**src/sv/assert_macros.svh**
```systemverilog
`ifndef ASSERT_MACROS_SVH
`define ASSERT_MACROS_SVH

// same-cycle implication, checked outside reset
`define LLS_ASSERT_IMP(lbl, clk, rst_n, ante, cons) \
  lbl: assert property (@(posedge clk) disable iff (!rst_n) (ante) |-> (cons)) \
    else $error("lls assertion failed");

// next-cycle implication, checked outside reset
`define LLS_ASSERT_NXT(lbl, clk, rst_n, ante, cons) \
  lbl: assert property (@(posedge clk) disable iff (!rst_n) (ante) |=> (cons)) \
    else $error("lls assertion failed");

`endif

```
**src/sv/lls_pkg.sv**
```systemverilog
package lls_pkg;

  localparam int NODES_DEF = 16;

  localparam int ID_W     = 4;
  localparam int LOSS_W   = 16;
  localparam int WEIGHT_W = 9;
  localparam int ACC_W    = 24;
  localparam int CFG_IDX_W  = 2;
  localparam int CFG_DATA_W = 16;

  localparam logic [WEIGHT_W-1:0] WEIGHT_ONE = 9'd256;

  localparam logic [WEIGHT_W-1:0] EMA_WEIGHT_RST      = 9'd77;
  localparam logic [LOSS_W-1:0]   BLOCK_THRESHOLD_RST = 16'd768;
  localparam logic [LOSS_W-1:0]   CLEAR_THRESHOLD_RST = 16'd256;

  // configuration register indexes
  localparam logic [CFG_IDX_W-1:0] REG_EMA_WEIGHT      = 2'd0;
  localparam logic [CFG_IDX_W-1:0] REG_BLOCK_THRESHOLD = 2'd1;
  localparam logic [CFG_IDX_W-1:0] REG_CLEAR_THRESHOLD = 2'd2;

  typedef struct packed {
    logic [ID_W-1:0]   node_a;
    logic [ID_W-1:0]   node_b;
    logic [LOSS_W-1:0] reported_loss;
  } item_t;

  typedef struct packed {
    logic [LOSS_W-1:0] smoothed_loss;
    logic              link_blocked;
  } result_t;

  typedef struct packed {
    logic [CFG_IDX_W-1:0]  index;
    logic [CFG_DATA_W-1:0] wdata;
  } cfg_t;

  typedef struct packed {
    logic [LOSS_W-1:0] loss;
    logic              blocked;
  } entry_t;

  // control of the shared multiply-accumulate unit
  typedef struct packed {
    logic en;
    logic acc_clr;
  } mac_op_t;

endpackage

```
**src/sv/lls_store.sv**
```systemverilog
module lls_store #(
  parameter int NODES = lls_pkg::NODES_DEF,
  localparam int LinkCount = NODES * NODES,
  localparam int AW = $clog2(LinkCount)
) (
  input  logic            clk_i,
  input  logic            rst_ni,
  input  logic            we_i,
  input  logic [AW-1:0]   waddr_i,
  input  lls_pkg::entry_t wdata_i,
  input  logic            re_i,
  input  logic [AW-1:0]   raddr_i,
  output lls_pkg::entry_t rdata_o,
  output logic            busy_o
);

  localparam logic [AW-1:0] LastAddr = AW'(LinkCount - 1);

  lls_pkg::entry_t mem_q [LinkCount];
  lls_pkg::entry_t rdata_q;
  logic            clr_busy_q;
  logic [AW-1:0]   clr_addr_q;

  // zeroing sweep after reset, one entry per cycle
  always_ff @(posedge clk_i or negedge rst_ni) begin
    if (!rst_ni) begin
      clr_busy_q <= 1'b1;
      clr_addr_q <= '0;
    end else if (clr_busy_q) begin
      if (clr_addr_q == LastAddr) begin
        clr_busy_q <= 1'b0;
      end else begin
        clr_addr_q <= clr_addr_q + AW'(1);
      end
    end
  end

  always_ff @(posedge clk_i) begin
    if (clr_busy_q) begin
      mem_q[clr_addr_q] <= '0;
    end else if (we_i) begin
      mem_q[waddr_i] <= wdata_i;
    end
  end

  always_ff @(posedge clk_i) begin
    if (re_i) begin
      rdata_q <= mem_q[raddr_i];
    end
  end

  assign rdata_o = rdata_q;
  assign busy_o  = clr_busy_q;

endmodule

```
**config.mk**
```make
export PLATFORM = sky130hd
export DESIGN_NAME = lls_store
export DESIGN_NICKNAME = d
export VERILOG_FILES = /design/src/sv/assert_macros.svh /design/src/sv/lls_pkg.sv /design/src/sv/lls_store.sv
export SDC_FILE = /design/constraint.sdc
export NUM_CORES = 2
export LEC_CHECK = 0
export BUFFER_PORTS_ARGS = -buffer_cell sky130_fd_sc_hd__clkbuf_2
export CELL_PAD_IN_SITES_DETAIL_PLACEMENT = 0
export CELL_PAD_IN_SITES_GLOBAL_PLACEMENT = 1
export CORE_UTILIZATION = 36
export CTS_CLUSTER_DIAMETER = 50
export DETAILED_ROUTE_END_ITERATION = 8
export GPL_ROUTABILITY_DRIVEN = 0
export PLACE_DENSITY = 0.53
export SLEW_MARGIN = 25
export SYNTH_ARGS = -nofsm -noshare
export SYNTH_HDL_FRONTEND = slang
export SYNTH_MEMORY_MAX_BITS = 65536
export SYNTH_SLANG_ARGS = --single-unit
```
**constraint.sdc**
```tcl
create_clock -name clk_i -period 8.7 [get_ports clk_i]
set_input_delay 1.74 -clock clk_i [delete_from_list [all_inputs] [get_ports clk_i]]
set_output_delay 1.74 -clock clk_i [all_outputs]
set_load 0.005 [all_outputs]
```
==> impl_metrics.py <==
metrics = {
    "status": {
        "status": "finished, final reports clean",
    },
    "global_routing": {
        "gr-total-overflow": 0,
        "grt_max_degree": 216,
        "use_met3": 0.0301,
        "use_met1": 0.295,
        "antenna_found_initial": 23,
        "grt_use_met2": 0.332,
        "grt_pass1_vias": 84100,
        "track_usage": 0.205,
        "gr-max-usage-layer": "met2",
        "grt_pass1_wl_mm": 685,
    },
    "setup_path": {
        "start_kind": "primary input",
        "rrSetupSlack_ns": 4.50,
        "worstPathMaxFanout": 94,
        "cp_data_required_time_ns": 9.42,
        "critPathCaptureType": "register",
        "reg2reg_depth": 8,
        "path_class": "primary input to register",
        "r2r_end": "mem_q[81][15]$_DFFE_PP_",
        "critical_path_arrival_ns": 6.03,
        "rr_startpoint": "busy_o$_DFF_PN1_",
    },
    "sta": {
        "hold_viol": 0,
        "setup_tns_ns": 0,
        "finClkSkew_ns": 0.0564,
        "rsz0062_at_grt": "no",
        "tightest_slew_ns": 1.23,
        "relSlewSlack": 0.182,
        "drv_slew": 0,
        "fmax_ghz": 0.189,
        "setup_viol_count_final": 0,
        "fin_crit_sh": 0.610,
        "min_period_ns": 5.30,
    },
    "clock_tree": {
        "clk_pin_slew_ns": 0.05,
        "post_cts_buffers": 0,
        "cts_hold_buf": 0,
        "h-tree-depth": 6,
        "cts_tree": "done",
        "clockBufferDepth": 4,
        "clk_latency_ns": 1.04,
        "cts_buffers": 519,
        "clkSinkCount": 4378,
        "cts-root-buf": "clkbuf_16",
        "cts_resized": 0,
    },
    "routing": {
        "avgViaCountPerCell": 5.58,
        "first_iter_violations": 8990,
        "routed_wl_mm": 494,
        "dr.pass1.iters": 5,
        "drtAntennaViolNets": 0,
        "remaining_drc_errors": 0,
        "wire_per_inst_um": 32.9,
        "vias": 83800,
    },
    "yosys": {
        "synthCells": 7902,
        "yosysUniqueCellTypes": 57,
        "ys_top_cells_by_area": "edfxtp_1 (77%), mux4_2 (11%), mux2i_1 (4.3%)",
        "syn_area_um2": 170000,
        "synth_common_cells": "edfxtp_1 (4369), mux4_2 (813), mux2i_1 (732)",
        "synth-edff-count": 4369,
        "synth.top_cell.area_share": 0.773,
        "yosys.area.top_type": "edfxtp_1",
        "yosys_register_bits": 4378,
        "synth_warnings": 0,
        "syn_area_per_cell_um2": 21.5,
        "synth_flop_cell": "edfxtp_1",
        "yosysMostFrequentCell": "edfxtp_1",
        "synth_seq_area_share": 0.774,
        "synth.net_count": 7940,
        "async_flop_share": 0.00206,
    },
    "flow_run": {
        "cap_violations": 0,
    },
    "worst_hold_path": {
        "holdCritPathClass": "register to register",
        "hold_end": "clr_addr_q[7]$_DFFE_PN0P_",
        "hold_depth": 1,
        "worstHoldStart": "clr_addr_q[7]$_DFFE_PN0P_",
    },
    "pwr": {
        "pwr-share-clk": 0.450,
        "ir_drop_mv": 0.198,
        "internal_power_mw": 36.1,
        "pwr_density_cell_nw_per_um2": 237,
        "swShare": 0.220,
        "p_leak_nw": 64.6,
        "seq_power_share": 0.503,
        "switchingPower_mw": 10.2,
        "combPwrFrac": 0.047,
    },
    "place": {
        "hpwl_mm": 289,
        "port-buffer-count": 54,
        "dp.cells": 14100,
    },
    "floorplan": {
        "boundaryPins": 55,
        "start_util": 0.362,
        "dieHeight_um": 689,
        "design.core.area_um2": 468000,
        "dieArea_um2": 474000,
        "rows": 251,
        "die_x_um": 689,
    },
    "cells_and_area": {
        "area_growth_pct": 15.2,
        "instances_no_fill": 15000,
        "drive_above_1_share": 0.256,
        "layout.nets": 8449,
    },
}
==> how the worst max path moves through the flow <==
stage,slack (ns),to,start,cells past startpoint
floorplan,2.03,mem_q[0][10]$_DFFE_PP_,we_i,5
global placement,2.36,rdata_o[2]$_DFFE_PP_,raddr_i[0],8
global route,3.34,rdata_o[7]$_DFFE_PP_,raddr_i[0],8
CTS,3.57,rdata_o[7]$_DFFE_PP_,raddr_i[0],8
detailed placement,2.45,rdata_o[7]$_DFFE_PP_,raddr_i[0],8
finish,3.40,rdata_o[7]$_DFFE_PP_,raddr_i[0],8
==> sequential cells by signal, summed over array words and instances, names as in the netlist <==
name	cells
mem_q	4352
rdata_o	17
busy_o	1
clr_addr_q	8
==> layout by cell type (no fill, tap or decap), types with 127 or more instances in the layout <==
| cell type | count |
|---|---|
| edfxtp_1 | 4369 |
| mux4_2 | 813 |
| mux2i_1 | 732 |
| clkbuf_16 | 535 |
| buf_4 | 353 |
| o221ai_1 | 325 |
| a21oi_1 | 177 |
| o22ai_1 | 172 |
| nor3_1 | 172 |
| nor2_1 | 127 |
==> power by group through the flow <==
| stage | clock [mW] | sequential, mW | combinational (mW) |
|---|---|---|---|
| 2_1_floorplan | 0 | 23.8 | 1.30 |
| 3_3_place_gp | 0 | 23.7 | 2.16 |
| 3_5_place_dp | 0 | 23.7 | 2.20 |
| 4_1_cts | 21.3 | 23.3 | 2.20 |
| 5_1_grt | 22.1 | 23.3 | 2.28 |
| 6_report | 20.9 | 23.3 | 2.17 |
==> stage by stage <==
| step | cell area, um^2 | power, mW | hold slack, ns | utilization | setup WS [ns] |
|---|---|---|---|---|---|
| global placement | 179000 | 25.9 | 0.519 | 0.382 | 2.36 |
| finish | 196000 | 46.3 | 0.552 | 0.418 | 3.40 |
| floorplan | 170000 | 25.1 | 0.493 | - | 2.03 |
| global route | 195000 | 47.6 | 0.564 | 0.418 | 3.34 |
| detailed placement | 179000 | 25.9 | 0.541 | 0.382 | 2.45 |
| CTS | 195000 | 46.7 | 0.516 | 0.417 | 3.57 |
==> routing by layer <==
metal / vias up / wire (um)
met2: 2628 / 236000
met1: 45900 / 218000
met4: 2 / 11300
li1: 34700 / -
met3: 568 / 28600
met5: - / 11
==> cell type report <==
cell class / count / area [um^2]
Tap cell: 6198 / 7750
Multi-Input combinational cell: 3047 / 35900
Fill cell: 40600 / 273000
Inverter: 5 / 31.3
Clock buffer: 641 / 13800
Antenna cell: 6 / 15.0
Timing Repair Buffer: 460 / 4110
Clock inverter: 269 / 2540
Sequential cell: 4378 / 131000
==> logic make-up (layout without fill, tap and decap cells) <==
| family | Yosys count | in the layout | synth area share |
|---|---|---|---|
| xor+xnor | 7 | 7 | 0.000361 |
| buf+inv | 477 | 1375 | 0.0195 |
| flops | 4378 | 4378 | 0.774 |
| simple gates | 668 | 668 | 0.0188 |
| fa+ha+maj | 1 | 1 | 0.0000737 |
| other cells | 0 | 6 | 0 |
| compound gates | 818 | 818 | 0.0344 |
| mux | 1553 | 1553 | 0.152 |
==> critical path, cell delays in order <==
cell and delay, ns:
buf_12 0.62, buf_4 0.62, buf_4 0.82, mux4_2 0.69, o22ai_1 0.21, nor2_1 0.07
o22ai_1 0.84, nor4_2 0.13
(Power assumes the default switching activity.)
