==> src/sv/assert_macros.svh <==
`ifndef ASSERT_MACROS_SVH
`define ASSERT_MACROS_SVH

// same-cycle implication, checked outside reset
`define LLS_ASSERT_IMP(lbl, clk, rst_n, ante, cons) \
  lbl: assert property (@(posedge clk) disable iff (!rst_n) (ante) |-> (cons)) \
    else $error("lls assertion failed");

// next-cycle implication, checked outside reset
`define LLS_ASSERT_NXT(lbl, clk, rst_n, ante, cons) \
  lbl: assert property (@(posedge clk) disable iff (!rst_n) (ante) |=> (cons)) \
    else $error("lls assertion failed");

`endif

==> src/sv/lls_pkg.sv <==
package lls_pkg;

  localparam int NODES_DEF = 16;

  localparam int ID_W     = 4;
  localparam int LOSS_W   = 16;
  localparam int WEIGHT_W = 9;
  localparam int ACC_W    = 24;
  localparam int CFG_IDX_W  = 2;
  localparam int CFG_DATA_W = 16;

  localparam logic [WEIGHT_W-1:0] WEIGHT_ONE = 9'd256;

  localparam logic [WEIGHT_W-1:0] EMA_WEIGHT_RST      = 9'd77;
  localparam logic [LOSS_W-1:0]   BLOCK_THRESHOLD_RST = 16'd768;
  localparam logic [LOSS_W-1:0]   CLEAR_THRESHOLD_RST = 16'd256;

  // configuration register indexes
  localparam logic [CFG_IDX_W-1:0] REG_EMA_WEIGHT      = 2'd0;
  localparam logic [CFG_IDX_W-1:0] REG_BLOCK_THRESHOLD = 2'd1;
  localparam logic [CFG_IDX_W-1:0] REG_CLEAR_THRESHOLD = 2'd2;

  typedef struct packed {
    logic [ID_W-1:0]   node_a;
    logic [ID_W-1:0]   node_b;
    logic [LOSS_W-1:0] reported_loss;
  } item_t;

  typedef struct packed {
    logic [LOSS_W-1:0] smoothed_loss;
    logic              link_blocked;
  } result_t;

  typedef struct packed {
    logic [CFG_IDX_W-1:0]  index;
    logic [CFG_DATA_W-1:0] wdata;
  } cfg_t;

  typedef struct packed {
    logic [LOSS_W-1:0] loss;
    logic              blocked;
  } entry_t;

  // control of the shared multiply-accumulate unit
  typedef struct packed {
    logic en;
    logic acc_clr;
  } mac_op_t;

endpackage

==> src/sv/lls_mac.sv <==
module lls_mac (
  input  logic                              clk_i,
  input  logic                              rst_ni,
  input  lls_pkg::mac_op_t                  op_i,
  input  logic [lls_pkg::WEIGHT_W-1:0]      mul_a_i,
  input  logic [lls_pkg::LOSS_W-1:0]        mul_b_i,
  output logic [lls_pkg::ACC_W-1:0]         acc_o
);

  logic [lls_pkg::WEIGHT_W+lls_pkg::LOSS_W-1:0] prod;
  logic [lls_pkg::ACC_W-1:0]                    acc_q, acc_d;

  // weight never exceeds 256, so the product fits the accumulator
  assign prod  = {{lls_pkg::LOSS_W{1'b0}}, mul_a_i} * {{lls_pkg::WEIGHT_W{1'b0}}, mul_b_i};
  assign acc_d = (op_i.acc_clr ? '0 : acc_q) + prod[lls_pkg::ACC_W-1:0];

  always_ff @(posedge clk_i or negedge rst_ni) begin
    if (!rst_ni) begin
      acc_q <= '0;
    end else if (op_i.en) begin
      acc_q <= acc_d;
    end
  end

  assign acc_o = acc_q;

endmodule

==> config.mk <==
export PLATFORM = sky130hd
export DESIGN_NAME = lls_mac
export DESIGN_NICKNAME = d
export VERILOG_FILES = /design/src/sv/assert_macros.svh /design/src/sv/lls_pkg.sv /design/src/sv/lls_mac.sv
export SDC_FILE = /design/constraint.sdc
export NUM_CORES = 1
export LEC_CHECK = 0
export ABC_CLOCK_PERIOD_IN_PS = 4600
export BUFFER_PORTS_ARGS = -buffer_cell sky130_fd_sc_hd__buf_4
export CELL_PAD_IN_SITES_DETAIL_PLACEMENT = 1
export CELL_PAD_IN_SITES_GLOBAL_PLACEMENT = 1
export CORE_ASPECT_RATIO = 0.8
export CORE_UTILIZATION = 52
export CTS_CLUSTER_DIAMETER = 50
export CTS_CLUSTER_SIZE = 30
export DETAILED_ROUTE_END_ITERATION = 8
export GPL_TIMING_DRIVEN = 1
export PLACE_DENSITY = 0.95
export SLEW_MARGIN = 20
export SYNTH_ARGS = -nofsm -noshare
export SYNTH_HDL_FRONTEND = slang
export SYNTH_SLANG_ARGS = --single-unit
==> constraint.sdc <==
create_clock -name clk_i -period 4.6 [get_ports clk_i]
set_input_delay 0.92 -clock clk_i [delete_from_list [all_inputs] [get_ports clk_i]]
set_output_delay 0.92 -clock clk_i [all_outputs]
set_load 0.05 [all_outputs]
==> flow_summary.toml, run 1 <==
[floorplanning]
initial_utilization = 0.5369
num_rows = 35
die_w_um = 124.2
dieHeight_um = 99.72
io_pins = 53

[synth]
synth_seq_cells = 24
ys_async_sr_fraction = 1.000
synth_top_cell_by_area = "fa_1"
ys.warnings.count = 0
synth_top_family_by_area = "adder cells"
synth_edf_count = 0
synth_area_mm2 = 0.006207
synth_compound_area_frac = 0.08647
synth_top_area_frac = 0.3773
yosysUniqueCellTypes = 48
synth.area.top_cells = "fa_1 38%, ha_1 10%, dfrtp_1 9.7%"
synth_fa_ha_area_frac = 0.4781
synthXorXnorAreaFrac = 0.02963
synth_nets = 879
avgSynthCellArea_um2 = 9.088
synth-seq-area-share = 0.09675
synthSimpleGateAreaFrac = 0.1808
synthCells = 683
synthMuxAreaShare = 0.03245
synth_ff_type = "dfrtp_1"

[placed_design]
dpl-instance-area_mm2 = 0.007614
io_buffers = 52
dp_hpwl_mm = 18.77
routabilityCongestion = 0.9149

[run_status]
tool.error = "[ERROR DPL-0033] detailed placement checks failed during check placement."
flow.stopped_at = "4_1_cts"
status = "aborted with a tool error"

[clocking]
cts_max_level = 1
postCtsSetupBuffers = 23
cts-hold-fix-buffers = 0
clk_path_buf_depth = 2
cts.sinks = 24
root_buffer = "clkbuf_16"
cts_made_buffers = 3
cts_resized = 164
==> logic make-up after synthesis <==
family | count (synthesis)
multiplexers | 18
buffers and inverters | 153
XOR/XNOR | 21
AND/OR/NAND/NOR | 221
AO/OA/AOI/OAI | 79
adder cells (fa/ha/maj) | 167
flip-flops | 24
==> through the flow <==
step | TNS (ns) | cells | hold WS, ns | util | setup WS, ns
floorplan | -9.148 | 683 | 0.6244 | - | -0.9590
global placement | -16.03 | 957 | 0.5114 | 0.6586 | -1.158
detailed placement | -22.17 | 957 | 0.5223 | 0.6586 | -1.483
==> synthesized netlist by cell type (2+ instances only) <==
library cell and count:
a211oi_1 7, a21o_1 12, a21oi_1 18, a31oi_1 5, a41oi_1 2, and2_1 69, buf_4 3, clkbuf_1 18
dfrtp_1 24, fa_1 117, ha_1 50, inv_1 129, mux2_2 17, nand2_1 93, nand2b_1 16, nand3_1 3
nand4_1 5, nor2_1 14, nor2b_1 10, nor3_1 3, o211ai_1 2, o21a_1 4, o21ai_0 12, o21bai_1 3
o22ai_1 3, o31ai_1 2, or4_4 2, xnor2_1 14, xor2_1 7
==> inputs of run 2 (changes only) <==
==> config.mk (replaced) <==
export PLATFORM = sky130hd
export DESIGN_NAME = lls_mac
export DESIGN_NICKNAME = d
export VERILOG_FILES = /design/src/sv/assert_macros.svh /design/src/sv/lls_pkg.sv /design/src/sv/lls_mac.sv
export SDC_FILE = /design/constraint.sdc
export NUM_CORES = 1
export LEC_CHECK = 0
export ABC_CLOCK_PERIOD_IN_PS = 4600
export BUFFER_PORTS_ARGS = -buffer_cell sky130_fd_sc_hd__buf_4
export CORE_UTILIZATION = 40
export DETAILED_ROUTE_END_ITERATION = 8
export GPL_TIMING_DRIVEN = 1
export PLACE_DENSITY_LB_ADDON = 0.15
export SLEW_MARGIN = 20
export SYNTH_ARGS = -nofsm -noshare
export SYNTH_HDL_FRONTEND = slang
export SYNTH_SLANG_ARGS = --single-unit
==> run 2 against run 1 <==
  * The flow now finishes, with violations (negative setup slack)
  * Synthesized area stayed put
  * Synthesized cell count unchanged
==> flow_summary.toml, run 2 <==
[run_status]
status = "finished, violations left"
violations = "negative setup slack"

[critical_path]
r2r-end = "acc_o[23]$_DFFE_PN0P_"
r2r_setup_slack_ns = 1.24
cp-startpoint = "mul_a_i[8]"
cp_max_fo = 6
r2r-start = "acc_o[1]$_DFFE_PN0P_"
worstSetupPathType = "in -> reg"
end_kind = "register"
critical_path_required_ns = 4.74
reg2regPathDepth = 11
arrival_ns = 5.55
cp-start-kind = "input port"

[cells_and_area]
mostFrequentLayoutCells = "124 x buf_4, 118 x inv_1, 112 x fa_1"
fin_util = 0.5774
fin_nets = 1039
fillerInstances = 1347
final_common_cell = "buf_4"
num_antenna_cells = 0
largest_reg_flops = 24
area_delta_synth_final_pct = 40.88
drive_gt1_frac = 0.3734

[sta]
drv_slew = 0
min_period_ns = 5.405
rsz0062_at_grt = "true"
skew_ns = 0.01078
maxSlewHeadroom = 0.7132
setup_violations = 17
worst_pin_slew_ns = 0.4302
period_share = 1.175
setup_ws_ns = -0.8045
fmax_mhz = 185.0
hold_viol = 0

[global_routing]
antenna_found_initial = 0
grt_usage = 0.2113
grt_pass1_vias = 5655
overflow = 0
grt_max_degree = 30
grt_pass1_wl_mm = 27.01

[floorplanning]
num_rows = 45
die_w_um = 126.6
core_area_mm2 = 0.01515
io_pins = 53
initial_utilization = 0.4098
die_area_mm2 = 0.01602
dieHeight_um = 126.6

[synth]
synth_top_family_by_area = "adder cells"
synthXorXnorAreaFrac = 0.02963
synth_top_cell_by_area = "fa_1"
synthSimpleGateAreaFrac = 0.1808
avgSynthCellArea_um2 = 9.088
synth.area.top_cells = "fa_1 38%, ha_1 10%, dfrtp_1 9.7%"
yosysMostFrequentCell = "inv_1"
synth_nets = 879
synth_seq_cells = 24
synth_common_cells = "129 x inv_1, 117 x fa_1, 93 x nand2_1"
ys_async_sr_fraction = 1.000
synthCells = 683
yosysUniqueCellTypes = 48
synth_fa_ha_area_frac = 0.4781
synth_area_mm2 = 0.006207
synth_edf_count = 0
synthMuxAreaShare = 0.03245
ys.warnings.count = 0
synth-seq-area-share = 0.09675
synth_top_area_frac = 0.3773
synth_compound_area_frac = 0.08647
synth_ff_type = "dfrtp_1"

[flow_run]
max_cap_violations = 0

[hold_path]
holdPathEnd = "acc_o[20]$_DFFE_PN0P_"
hold_start = "acc_o[20]$_DFFE_PN0P_"
hold_depth = 2
hold_path_class = "reg -> reg"

[routing]
wl_mm = 15.87
drt_iter0_markers = 140
via_per_inst = 5.063
firstDrtPassIters = 4
ant_nets = 0
drc = 0
post_drt_wl_per_cell_um = 15.42
num_vias = 5210

[placed_design]
dp_hpwl_mm = 12.88
routabilityCongestion = 0.8810
io_buffers = 52

[clocking]
cts_max_level = 1
root_buffer = "clkbuf_16"
cts.sinks = 24
clk-insertion-delay-late_ns = 0.26
cts_made_buffers = 3
clk_pin_slew_ns = 0.06
cts_tree = "done"
clk_path_buf_depth = 2
run 2: worst max-delay path by stage:
stage | to | slack [ns] | cells past startpoint
floorplan | acc_o[18]$_DFFE_PN0P_ | -0.96 | 17
global placement | acc_o[23]$_DFFE_PN0P_ | -1.23 | 17
detailed placement | acc_o[23]$_DFFE_PN0P_ | -1.29 | 18
CTS | acc_o[23]$_DFFE_PN0P_ | -0.86 | 19
global route | acc_o[23]$_DFFE_PN0P_ | -0.94 | 19
finish | acc_o[19]$_DFFE_PN0P_ | -0.80 | 19
run 2: cell families after synthesis:
group | after synthesis
AOI/OAI and AO/OA | 79
xor gates and xnor gates | 21
adders and majority gates | 167
buffers and inverters | 153
DFF | 24
muxes | 18
and+or+nand+nor | 221
run 2: layout make-up:
class,count,area (um^2),share of cell area
tap,188,235.2,0.02690
inverter,129,484.2,0.05537
sequential,24,600.6,0.06868
multi-input combinational,506,5672,0.6486
clock buffer,3,75.07,0.008585
timing repair buffer,179,1678,0.1919
run 2: through the flow:
step                      hold WS [ns]  setup TNS [ns]  instances  cell area [um^2]  setup WS, ns
after floorplan                 0.6244          -9.148        683              6593       -0.9590
after global placement          0.4972          -16.58        996              7656        -1.230
after detailed placement        0.5058          -16.85        996              7656        -1.286
after CTS                       0.5257          -8.276       1021              8531       -0.8590
after global routing            0.5609          -10.63       1029              8745       -0.9392
final                           0.5155          -8.458       1029              8745       -0.8045
run 2: timing repair:
item / in CTS / in global routing
hold buffers: 0 / 0
hold endpoints to repair: 0 / 0
buffers inserted: 22 / 10
pin swaps: 52 / 21
endpoints found under the setup margin: 18 / 18
gates cloned: 1 / 0
gates resized for setup: 144 / 43
run 2: critical path: stages:
cell and delay (ns):
buf_8 0.11, buf_8 0.12, buf_6 0.11, nand2_2 0.05, fa_1 0.43, fa_1 0.54
fa_1 0.43, fa_1 0.47, fa_1 0.51, inv_2 0.05, ha_4 0.27, buf_6 0.10
nand3_2 0.08, or4_4 0.58, a21boi_4 0.23, buf_6 0.12, nor2_2 0.03, xnor2_1 0.12
mux2_4 0.26
run 2: routing by layer:
metal  part of all wire  routed length (um)  track usage
met2               0.55                8765       0.3945
met5                  0                   0            0
met3              0.025                 400      0.02151
met1               0.41                6446       0.2630
met4              0.016                 252      0.04394
Power of run 2 is not shown: default switching activity piles up to over one toggle a cycle in this logic, so the estimate is an artifact.
==> inputs of run 3 (changes only) <==
--- a/config.mk
+++ b/config.mk
@@ -7,7 +7,7 @@
 export LEC_CHECK = 0
 export ABC_CLOCK_PERIOD_IN_PS = 4600
 export BUFFER_PORTS_ARGS = -buffer_cell sky130_fd_sc_hd__buf_4
-export CORE_UTILIZATION = 40
+export CORE_UTILIZATION = 30
 export DETAILED_ROUTE_END_ITERATION = 8
 export GPL_TIMING_DRIVEN = 1
 export PLACE_DENSITY_LB_ADDON = 0.15
==> run 3 against run 2 <==
  * The run still ends with negative setup slack left
  * Register-to-register slack better by 0.03 ns
  * Global-route usage is 4.9 points lower
  * Final area is 2.7% lower
  * Non-clock buffer count is 17 lower
  * First-iteration DRC count is 34% higher
  * Die area is 33% higher
  * Worst hold slack better by 0.0099 ns
  * Wire length is 4.6% higher
  * Highest routed layer unchanged
==> flow_summary.toml, run 3 (synthesis gave the netlist of run 2 again) <==
[run_status]
status = "finished, violations left"
violations = "negative setup slack"

[floorplanning]
num_rows = 52
core_area_mm2 = 0.02023
die_area_mm2 = 0.02127
dieHeight_um = 145.8
initial_utilization = 0.3068
io_pins = 53
die_w_um = 145.8

[critical_path]
end_kind = "register"
cp_max_fo = 6
critical_path_required_ns = 4.75
cp-start-kind = "input port"
arrival_ns = 5.56
worstSetupPathType = "in -> reg"

[routing]
firstDrtPassIters = 4
wl_mm = 16.60
ant_nets = 0
num_vias = 5107
post_drt_wl_per_cell_um = 15.16
drc = 0
via_per_inst = 4.664
drt_iter0_markers = 188

[sta]
skew_ns = 0.002223
maxSlewHeadroom = 0.6780
worst_pin_slew_ns = 0.4796
setup_violations = 17
setup_ws_ns = -0.8090
tns_ns = -10.05
rsz0062_at_grt = "true"
drv_slew = 0
hold_viol = 0
period_share = 1.176
min_period_ns = 5.409
fmax_mhz = 184.9

[clocking]
cts_tree = "done"
clk-insertion-delay-late_ns = 0.26
cts_max_level = 1
cts-hold-fix-buffers = 0
root_buffer = "clkbuf_16"
cts.sinks = 24
cts_made_buffers = 3
clk_path_buf_depth = 2
clk_pin_slew_ns = 0.06

[cells_and_area]
area_delta_synth_final_pct = 37.07
fillerInstances = 2018
fin_nets = 1022
mostFrequentLayoutCells = "130 x buf_4, 121 x inv_1, 111 x fa_1"
drive_gt1_frac = 0.3333
num_antenna_cells = 0
largest_reg_flops = 24
final_common_cell = "buf_4"

[placed_design]
dp_hpwl_mm = 13.95
routabilityCongestion = 0.8649
io_buffers = 52

[flow_run]
max_cap_violations = 0

[global_routing]
grt_usage = 0.1625
grt_pass1_vias = 5512
overflow = 0
antenna_found_initial = 0
grt_pass1_wl_mm = 27.70
grt_max_degree = 30

[hold_path]
hold_path_class = "reg -> reg"
-- run 3: path summary, 6_finish.rpt --
| path | start | to | slack (ns) | depth (start not counted) |
|---|---|---|---|---|
| max | mul_a_i[8] | acc_o[18]$_DFFE_PN0P_ | -0.81 | 19 |
| min | acc_o[0]$_DFFE_PN0P_ | acc_o[0]$_DFFE_PN0P_ | 0.53 | 1 |
| max reg2reg | acc_o[1]$_DFFE_PN0P_ | acc_o[23]$_DFFE_PN0P_ | 1.27 | 11 |
| min reg2reg | acc_o[0]$_DFFE_PN0P_ | acc_o[0]$_DFFE_PN0P_ | 0.53 | 1 |
| max in group asynchronous | rst_ni | acc_o[10]$_DFFE_PN0P_ | 3.79 | 1 |
| min in group asynchronous | rst_ni | acc_o[22]$_DFFE_PN0P_ | 0.55 | 1 |
-- run 3: metrics by stage --
| step | std cells | instance area, um^2 | worst slack [ns] | hold slack, ns | utilization |
|---|---|---|---|---|---|
| after floorplan | 683 | 6593 | -0.9590 | 0.6244 | - |
| after global placement | 1073 | 7721 | -1.263 | 0.5128 | 0.3816 |
| after detailed placement | 1073 | 7721 | -1.332 | 0.5062 | 0.3816 |
| after CTS | 1092 | 8342 | -0.8234 | 0.5317 | 0.4123 |
| after global routing | 1095 | 8508 | -0.9760 | 0.5637 | 0.4205 |
| final | 1095 | 8508 | -0.8090 | 0.5254 | 0.4205 |
-- run 3: cell type report --
cell class	instances	area, um^2	share of cell area
Clock buffer	4	88.84	0.01044
Tap cell	270	337.8	0.03971
Sequential cell	24	600.6	0.07059
Multi-Input combinational cell	506	5557	0.6531
Timing Repair Buffer	162	1440	0.1693
Inverter	129	484.2	0.05691
-- run 3: critical path: stages --
cell and delay, ns:
buf_12 0.11, buf_6 0.11, nand2_4 0.06, fa_1 0.45, fa_1 0.54, inv_2 0.04, fa_1 0.44, fa_1 0.49
inv_1 0.05, fa_1 0.48, inv_2 0.05, ha_4 0.26, a21oi_4 0.15, buf_6 0.13, a31oi_4 0.09, or3b_1 0.40
a221o_1 0.36, xor2_1 0.15, mux2_4 0.25
-- run 3: timing repair --
| item | CTS | global route |
|---|---|---|
| gates resized for setup | 93 | 37 |
| pin swaps | 48 | 24 |
| cloned | 1 | 0 |
| endpoints found under the hold margin | 0 | 0 |
| setup endpoints to repair | 18 | 18 |
| buffers inserted | 14 | 5 |
-- run 3: per-layer routing --
| layer | part of all wire | GRT usage | routed length (um) |
|---|---|---|---|
| met1 | 0.42 | 0.2034 | 6973 |
| met2 | 0.55 | 0.3069 | 9162 |
| met3 | 0.021 | 0.01787 | 345 |
| met5 | 0 | 0 | 0 |
| met4 | 0.0072 | 0.01684 | 120 |
Power of run 3 is left out for the same reason.
